**src/hw/rtl/bzf_pkg.sv**
```systemverilog
package bzf_pkg;

    // Default width of the coordinates that the datapath actually uses.
    localparam int COORD_BITS_DEF = 32;

    // Reset values of the configuration registers.
    localparam logic [31:0] FLAT_THRESHOLD_RST = 32'd256;
    localparam logic [4:0]  FRAC_BITS_RST      = 5'd16;

    // Points emitted for one split segment.
    localparam int MAX_PTS = 4;
    localparam int PT_IDX_W = $clog2(MAX_PTS);

    // Operation codes of an input word.
    localparam logic OP_START   = 1'b0;
    localparam logic OP_SEGMENT = 1'b1;

    // Configuration register indexes.
    typedef enum logic [0:0] {
        CFG_FLAT_THRESHOLD = 1'b0,
        CFG_FRAC_BITS      = 1'b1
    } cfg_idx_t;

    // Input word.
    typedef struct packed {
        logic               op;
        logic signed [31:0] point_a_x;
        logic signed [31:0] point_a_y;
        logic signed [31:0] end_x;
        logic signed [31:0] end_y;
    } in_word_t;

    // Result word.
    typedef struct packed {
        logic signed [31:0] out_x;
        logic signed [31:0] out_y;
        logic               is_end_point;
        logic               last_of_run;
        logic        [31:0] max_unflat;
    } out_word_t;

    // One emitted point at output width.
    typedef struct packed {
        logic signed [31:0] x;
        logic signed [31:0] y;
    } pt_t;

    // Control handed to the output buffer with a finished segment.
    typedef struct packed {
        logic        split;
        logic [31:0] max_unflat;
    } emit_load_t;

endpackage

```
**src/hw/rtl/bzf_emit.sv**
```systemverilog
module bzf_emit (
    input  logic                                    clk,
    input  logic                                    rst_n,
    input  logic                                    load_valid,
    input  bzf_pkg::emit_load_t                     load,
    input  bzf_pkg::pt_t [bzf_pkg::MAX_PTS-1:0]     pts,
    output logic                                    free,
    output logic                                    out_valid,
    input  logic                                    out_ready,
    output bzf_pkg::out_word_t                      out_data
);
    import bzf_pkg::*;

    logic                  valid_reg;
    logic                  split_reg;
    logic [31:0]           max_reg;
    logic [PT_IDX_W-1:0]   idx_reg;
    pt_t  [MAX_PTS-1:0]    pts_reg;
    logic                  last;
    logic                  take;

    // A flat segment ends after its second point, a split one after its fourth.
    assign last = split_reg ? (idx_reg == PT_IDX_W'(MAX_PTS - 1)) : (idx_reg == PT_IDX_W'(1));
    assign take = valid_reg && out_ready;
    assign free = !valid_reg || (out_ready && last);

    // Buffer control: load a new segment or step through the stored points.
    always_ff @(posedge clk or negedge rst_n)
    begin
        if (!rst_n)
        begin
            valid_reg <= 1'b0;
            idx_reg   <= '0;
        end
        else if (load_valid)
        begin
            valid_reg <= 1'b1;
            idx_reg   <= '0;
        end
        else if (take)
        begin
            if (last)
            begin
                valid_reg <= 1'b0;
            end
            idx_reg <= idx_reg + PT_IDX_W'(1);
        end
    end

    // Segment payload.
    always_ff @(posedge clk)
    begin
        if (load_valid)
        begin
            split_reg <= load.split;
            max_reg   <= load.max_unflat;
            pts_reg   <= pts;
        end
    end

    // Output word, read straight from the buffer.
    assign out_valid             = valid_reg;
    assign out_data.out_x        = pts_reg[idx_reg].x;
    assign out_data.out_y        = pts_reg[idx_reg].y;
    assign out_data.is_end_point = idx_reg[0];
    assign out_data.last_of_run  = last;
    assign out_data.max_unflat   = max_reg;

    // A flat segment never walks past its second point.
    a_flat_idx: assert property (@(posedge clk) disable iff (!rst_n)
        valid_reg && !split_reg |-> idx_reg <= PT_IDX_W'(1))
        else $error("flat segment index out of range");

    // Taking the final point with nothing loaded empties the buffer.
    a_drain: assert property (@(posedge clk) disable iff (!rst_n)
        take && last && !load_valid |=> !valid_reg)
        else $error("buffer did not drain after final point");

endmodule

```
**config.mk**
```make
export PLATFORM = sky130hd
export DESIGN_NAME = bzf_emit
export DESIGN_NICKNAME = d
export VERILOG_FILES = /design/src/hw/rtl/bzf_pkg.sv /design/src/hw/rtl/bzf_emit.sv
export SDC_FILE = /design/constraint.sdc
export NUM_CORES = 1
export LEC_CHECK = 0
export ABC_AREA = 1
export BUFFER_PORTS_ARGS = -buffer_cell sky130_fd_sc_hd__clkbuf_2
export CAP_MARGIN = 20
export CORE_MARGIN = 10
export CORE_UTILIZATION = 50
export DETAILED_ROUTE_END_ITERATION = 10
export PLACE_DENSITY = 0.86
export SYNTH_ARGS = -nofsm -noshare
export SYNTH_HDL_FRONTEND = slang
export SYNTH_SLANG_ARGS = --single-unit
```
**constraint.sdc**
```tcl
create_clock -name clk -period 2.1 [get_ports clk]
set_input_delay 0 -clock clk [delete_from_list [all_inputs] [get_ports clk]]
set_output_delay 0 -clock clk [all_outputs]
set_load 0.02 [all_outputs]
```
==> results of run 1 <==
## stage by stage
stage	worst slack [ps]	util	cells	hold slack (ps)	cell area, um2
global placement	579.0	0.6142	1311	-185.3	12870
detailed placement	548.1	0.6142	1311	-185.6	12870
floorplan	763.5	-	673	-295.6	10610
## logic make-up after synthesis
logic type	Yosys count
AO/OA/AOI/OAI	195
flip-flops	292
buffers and inverters	48
AND/OR/NAND/NOR	138
==> results.yml, run 1 <==
status:
  status: "did not finish"
  failing_step: "clock tree synthesis"
  stop_error: "[ERROR RSZ-0060] Max buffer count reached."
place:
  place_congestion: 0.8995
  dp_hpwl_um: 20570
  io_buffer_count: 392
synth:
  ys.flop_type: "edfxtp_1"
  synthesis.area_um2: 10610
  yosys.area_share.simple: 0.04918
  synth_top_family_by_area: "compound AO/OA/AOI/OAI gates"
  synth_compound_area_frac: 0.09954
  syn_nets: 966
  synth-xor-area-share: 0
  synth_cells: 673
  ys_async_sr_fraction: 0.01027
  synth_top_cells_by_count: "edfxtp_1, nor2_1, o21ai_0"
  ys_types: 16
  yosys-top-cells-area: "edfxtp_1, nor2_1, o21ai_0"
  yosysTopAreaCellShare: 0.8180
  synth-seq-cells: 292
  synthMuxAreaShare: 0
  synth_area_leader_cell: "edfxtp_1"
  yosysMostFrequentCell: "edfxtp_1"
  yosys_warnings: 0
  synthAdderAreaFrac: 0
  avgSynthCellArea_um2: 15.76
  synth-edff-count: 289
  yosysSeqAreaShare: 0.8251
floorplan:
  die_h_um: 165.7
  ios: 393
  die_w_um: 165.7
  fp-row-count: 53
  initial_utilization: 0.5063
clock_tree:
  cts_hold_buf: 274
  h-tree-depth: 1
  cts_buffers: 29
  cts_setup_buffers: 0
  ctsResizeCount: 1
  cts.sinks: 292
  cts_buffer_depth: 3
  cts_root_buffer: "clkbuf_16"
==> run 2: changes to the inputs <==
- CORE_UTILIZATION: 50 -> 35
- PLACE_DENSITY: 0.86 -> unset
- PLACE_DENSITY_LB_ADDON: unset -> 0.15
==> run 2 against run 1 <==
- the run now ends clean
- area after synthesis is the same
- synthesized cell count unchanged
==> results.yml, run 2 <==
status:
  status: "finished clean"
synth:
  yosysMostFrequentCell: "edfxtp_1"
  synth_area_leader_cell: "edfxtp_1"
  synth-edff-count: 289
  yosys-top-cells-area: "edfxtp_1, nor2_1, o21ai_0"
  yosys_warnings: 0
  ys_types: 16
  synth_cells: 673
  ys_async_sr_fraction: 0.01027
  yosysTopAreaCellShare: 0.8180
  synthesis.area_um2: 10610
  yosysSeqAreaShare: 0.8251
  avgSynthCellArea_um2: 15.76
  synth_top_cells_by_count: "edfxtp_1, nor2_1, o21ai_0"
  syn_nets: 966
  synth-seq-cells: 292
  ys.flop_type: "edfxtp_1"
power_and_ir_drop:
  p_leak_uw: 0.006945
  vdd_drop_max_uv: 774.8
  pwr-share-clk: 0.381
  switching_share: 0.2426
  power.total_uw: 14920
  pwr_density_cell_nw_per_um2: 870.6
  sequentialPowerShare: 0.473
  power.switching_uw: 3620
  p_int_uw: 11300
  p_comb_frac: 0.147
floorplan:
  fp-row-count: 63
  die-area_um2: 37670
  core_um2: 29800
  initial_utilization: 0.3561
  ios: 393
  die_h_um: 194.1
  die_w_um: 194.1
clock_tree:
  insertion_delay_ps: 490
  cts_root_buffer: "clkbuf_16"
  cts_buffers: 34
  cts_buffer_depth: 3
  cts_tree: "done"
  h-tree-depth: 2
  cts.sinks: 292
  clk_pin_slew_worst_paths_ps: 60
setup_path:
  cpLargestDelayFamily: "buffers and inverters"
  cp_num_cells: 4
  required_ps: 2100
  regToRegEndpoint: "idx_reg[1]"
  crit_buf_inv: 2
  cp-start-kind: "flop"
  regToRegStartpoint: "idx_reg[0]"
  r2r_slack_ps: 670
  crit_type: "flop to primary output"
  reg2regPathDepth: 4
  critPathSlowestCell: "dfrtp_4"
  cp-end-kind: "primary output"
  cp_cell_sequence: "buf_16 > o21ai_0 > o22ai_1 > clkbuf_2"
  cp_data_arrival_time_ps: 2020
  crit_path_max_fanout: 66
  critPathMaxStageDelay_ps: 520
timing:
  max-slew-margin-rel: 0.6390
  fmax_ghz: 0.4961
  min_period_ps: 2016
  tns_ps: 0
  rsz0062_at_grt: "false"
  hold_viol_final: 0
  whs_ps: 213.9
  tightestPinTransition_ps: 541.5
  setup_viol: 0
  slew_violations: 0
  min_period_over_period: 0.9598
  fin_skew_ps: 9.014
place:
  place_area_um2: 13080
  io_buffer_count: 392
  dp_hpwl_um: 22150
  place_congestion: 0.7901
finish:
  fin_area_um2: 17140
  area_delta_synth_final_pct: 61.54
  final_common_cell: "clkbuf_2"
  final_cell_mix: "clkbuf_2, dlygate4sd3_1, edfxtp_1, nor2_1, o21ai_0"
  drive_gt1_frac: 0.3317
  layout.nets: 1663
  largest_reg_flops: 256
global_route:
  grt_pass1_vias: 9424
  grt_antenna_before_repair: 3
  grt_max_degree: 67
  grt.total_usage: 0.1807
  grt_pass1_wl_um: 54150
  overflow: 0
detailed_routing:
  post_drt_wl_per_cell_um: 19.73
  viasPerCell: 4.665
  ant_nets: 0
  drc_errors: 0
  first_pass_iters: 5
  vias: 8331
  drt_iter0_drc: 341
  routed_wl_um: 35250
hold_path:
  min_path_type: "primary input to flop"
  holdPathStages: 2
  whs_endpoint: "pts_reg[164]"
  min_from: "pts[164]"
flow_run:
  drv_cap: 0
[run 2: final cells by class]
class / count / area [um2]
fill: 2369 / 12660
multi-input combinational: 333 / 1578
tap: 390 / 488.0
clock inverter: 18 / 163.9
inverter: 4 / 28.78
timing repair buffer: 705 / 5215
antenna: 3 / 7.507
clock buffer: 41 / 898.4
sequential: 292 / 8758
[run 2: power by group through the flow]
| stage | sequential, uW | clock, uW | combinational [uW] |
|---|---|---|---|
| 2_1_floorplan | 7200 | 0 | 777 |
| 3_3_place_gp | 7160 | 0 | 1700 |
| 3_5_place_dp | 7170 | 0 | 1710 |
| 4_1_cts | 7050 | 5820 | 2210 |
| 5_1_grt | 7090 | 6060 | 2370 |
| 6_report | 7050 | 5680 | 2190 |
[run 2: timing repair]
| item | CTS | global route |
|---|---|---|
| buffers inserted | 0 | 0 |
| setup endpoints to repair | 10 | 19 |
| resized for setup | 2 | 5 |
| pin swaps | 0 | 0 |
| endpoints found under the hold margin | 320 | 0 |
| hold buffers | 293 | 0 |
| gates cloned | 1 | 0 |
[run 2: cell families after synthesis]
family | after synthesis | synth area share
flip-flops | 292 | 0.8251
AND/OR/NAND/NOR | 138 | 0.04918
AO/OA/AOI/OAI | 195 | 0.09954
buffers and inverters | 48 | 0.02618
[run 2: layer usage]
layer  global-route usage  vias up  part of all wire
li1                     -     3969                 -
met1               0.2055     4005              0.38
met2               0.3209      298              0.53
met3              0.04841       59             0.068
met4              0.06019        0             0.024
met5                    0        -                 0
[run 2: through the flow]
step	utilization	setup WS (ps)	cells
CTS	0.5745	20.56	1783
floorplan	-	763.5	673
finish	0.5752	84.42	1786
global route	0.5752	6.641	1786
detailed placement	0.4390	499.4	1430
global placement	0.4390	511.3	1430
[run 2: worst max-delay path by stage]
stage | startpoint | end | slack [ps]
floorplan | idx_reg[0] | out_data[42] | 760
global placement | idx_reg[0] | out_data[47] | 510
detailed placement | idx_reg[0] | out_data[77] | 500
CTS | idx_reg[1] | out_data[77] | 20
global route | idx_reg[0] | out_data[65] | 7
finish | idx_reg[0] | out_data[73] | 80
[run 2: worst register-to-register path: cells and delay by family, from the launching register on]
family          cells  cell delay [ps]
flops               1              520
compound gates      2              220
simple gates        1              210
buf+inv             1              340
(Power assumes the default switching activity.)
==> run 3: changes to the inputs <==
- CORE_MARGIN: 10 -> 8
- MAX_ROUTING_LAYER: unset -> met4
==> run 3 against run 2 <==
- sequential cell count did not move
- combinational power barely moved
- via count grew 1.2%
- sequential share of layout area up 0.14 points
- die area shrank 4.1%
- global-route usage rose by 0.55 points
- cell area fell by 0.28%
- power down 3.3%
- maximum frequency grew 0.13%
- core utilization is essentially flat
- highest routed layer unchanged
==> results.yml, run 3 (same netlist as run 2, synthesis figures left out) <==
timing:
  hold_viol_final: 0
  fmax_ghz: 0.4968
  tightestPinTransition_ps: 453.6
  tns_ps: 0
  setup_ws_ps: 87.00
  min_period_ps: 2013
  slew_violations: 0
  fin_skew_ps: 0.5733
  min_period_over_period: 0.9586
  max-slew-margin-rel: 0.6976
  setup_viol: 0
power_and_ir_drop:
  p_leak_uw: 0.006906
  vdd_drop_max_uv: 888.8
  pwr_density_cell_nw_per_um2: 844.1
detailed_routing:
  drt_iter0_drc: 383
  ant_nets: 0
  first_pass_iters: 4
  drc_errors: 0
  vias: 8428
  viasPerCell: 4.716
  post_drt_wl_per_cell_um: 19.24
  routed_wl_um: 34380
place:
  io_buffer_count: 392
  dp_hpwl_um: 21060
  place_congestion: 0.7568
  placed_cells: 1429
  post-place-ws_ps: 384.4
floorplan:
  die_w_um: 190.1
  fp-row-count: 63
  initial_utilization: 0.3570
  ios: 393
  core_um2: 29720
  die-area_um2: 36140
  die_h_um: 190.1
setup_path:
  cp-end-kind: "primary output"
  critPathMaxStageDelay_ps: 570
  critPathSlowestCell: "dfrtp_4"
  reg2regPathDepth: 5
  crit_type: "flop to primary output"
  cp_data_arrival_time_ps: 2010
  cp-startpoint: "idx_reg[0]"
  crit_buf_inv: 3
  cpLargestDelayFamily: "buffers and inverters"
  regToRegStartpoint: "idx_reg[0]"
  r2r_slack_ps: 740
  crit_path_max_fanout: 19
  cp-start-kind: "flop"
  regToRegEndpoint: "idx_reg[1]"
  required_ps: 2100
  cp_cell_sequence: "inv_8 > clkbuf_16 > o21ai_1 > o22ai_1 > clkbuf_2"
clock_tree:
  cts_buffers: 31
  cts_tree: "done"
  cts_buffer_depth: 3
  h-tree-depth: 1
  clk_pin_slew_worst_paths_ps: 60
  cts_root_buffer: "clkbuf_16"
  cts.sinks: 292
  insertion_delay_ps: 550
finish:
  drive_gt1_frac: 0.3319
  layout.nets: 1664
  area_delta_synth_final_pct: 61.09
  stdcell_count: 1787
  largest_reg_flops: 256
  final_common_cell: "clkbuf_2"
  final_cell_mix: "clkbuf_2, dlygate4sd3_1, edfxtp_1, nor2_1, o21ai_0"
global_route:
  overflow: 0
  grt_max_degree: 66
  grt.total_usage: 0.1862
  grt_pass1_wl_um: 51220
  grt_antenna_before_repair: 5
  grt_pass1_vias: 9268
flow_run:
  drv_cap: 0
hold_path:
  min_path_type: "primary input to flop"
  holdPathStages: 2
  whs_endpoint: "max_reg[14]"
  min_from: "load[14]"
status:
  status: "finished clean"
## run 3: layer usage
layer / track usage / wire length [um]
met5: - / 0
met4: 0.06314 / 1098
met3: 0.04083 / 2150
met2: 0.3212 / 17690
met1: 0.2124 / 13440
## run 3: worst max-delay path by stage
stage	end	slack, ps	cells past startpoint
3_3_place_gp	out_data[96]	420	5
2_1_floorplan	out_data[42]	760	6
6_report	out_data[50]	90	5
4_1_cts	out_data[53]	-40	5
3_5_place_dp	out_data[96]	380	5
5_1_grt	out_data[62]	-1	5
## run 3: what timing repair did
item	CTS	global route
hold buffers	293	0
endpoints found under the setup margin	60	47
pin swaps	0	0
setup buffers	3	0
gates resized for setup	4	8
hold endpoints to repair	335	0
gates cloned	1	2
## run 3: where the power goes
part	total [uW]	leakage, uW	switching (uW)	internal [uW]
Combinational	2210	0.00359	1220	989
Clock	5170	0.000452	2210	2950
Sequential	7050	0.00286	129	6920
## run 3: layout make-up
type	instances	area (um2)
Antenna cell	5	12.51
Clock buffer	39	805.8
Clock inverter	15	145.1
Fill cell	2362	12630
Inverter	4	25.02
Multi-Input combinational cell	333	1578
Sequential cell	292	8758
Tap cell	390	488.0
Timing Repair Buffer	709	5278
## run 3: through the flow
step	power (uW)	hold slack (ps)	area, um2	utilization
after floorplan	7974	-295.6	10610	-
after global placement	8847	-200.6	13060	0.4395
after detailed placement	8864	-198.0	13060	0.4395
after CTS	14550	103.0	17020	0.5727
after global routing	15020	119.4	17090	0.5751
final	14430	134.4	17090	0.5751
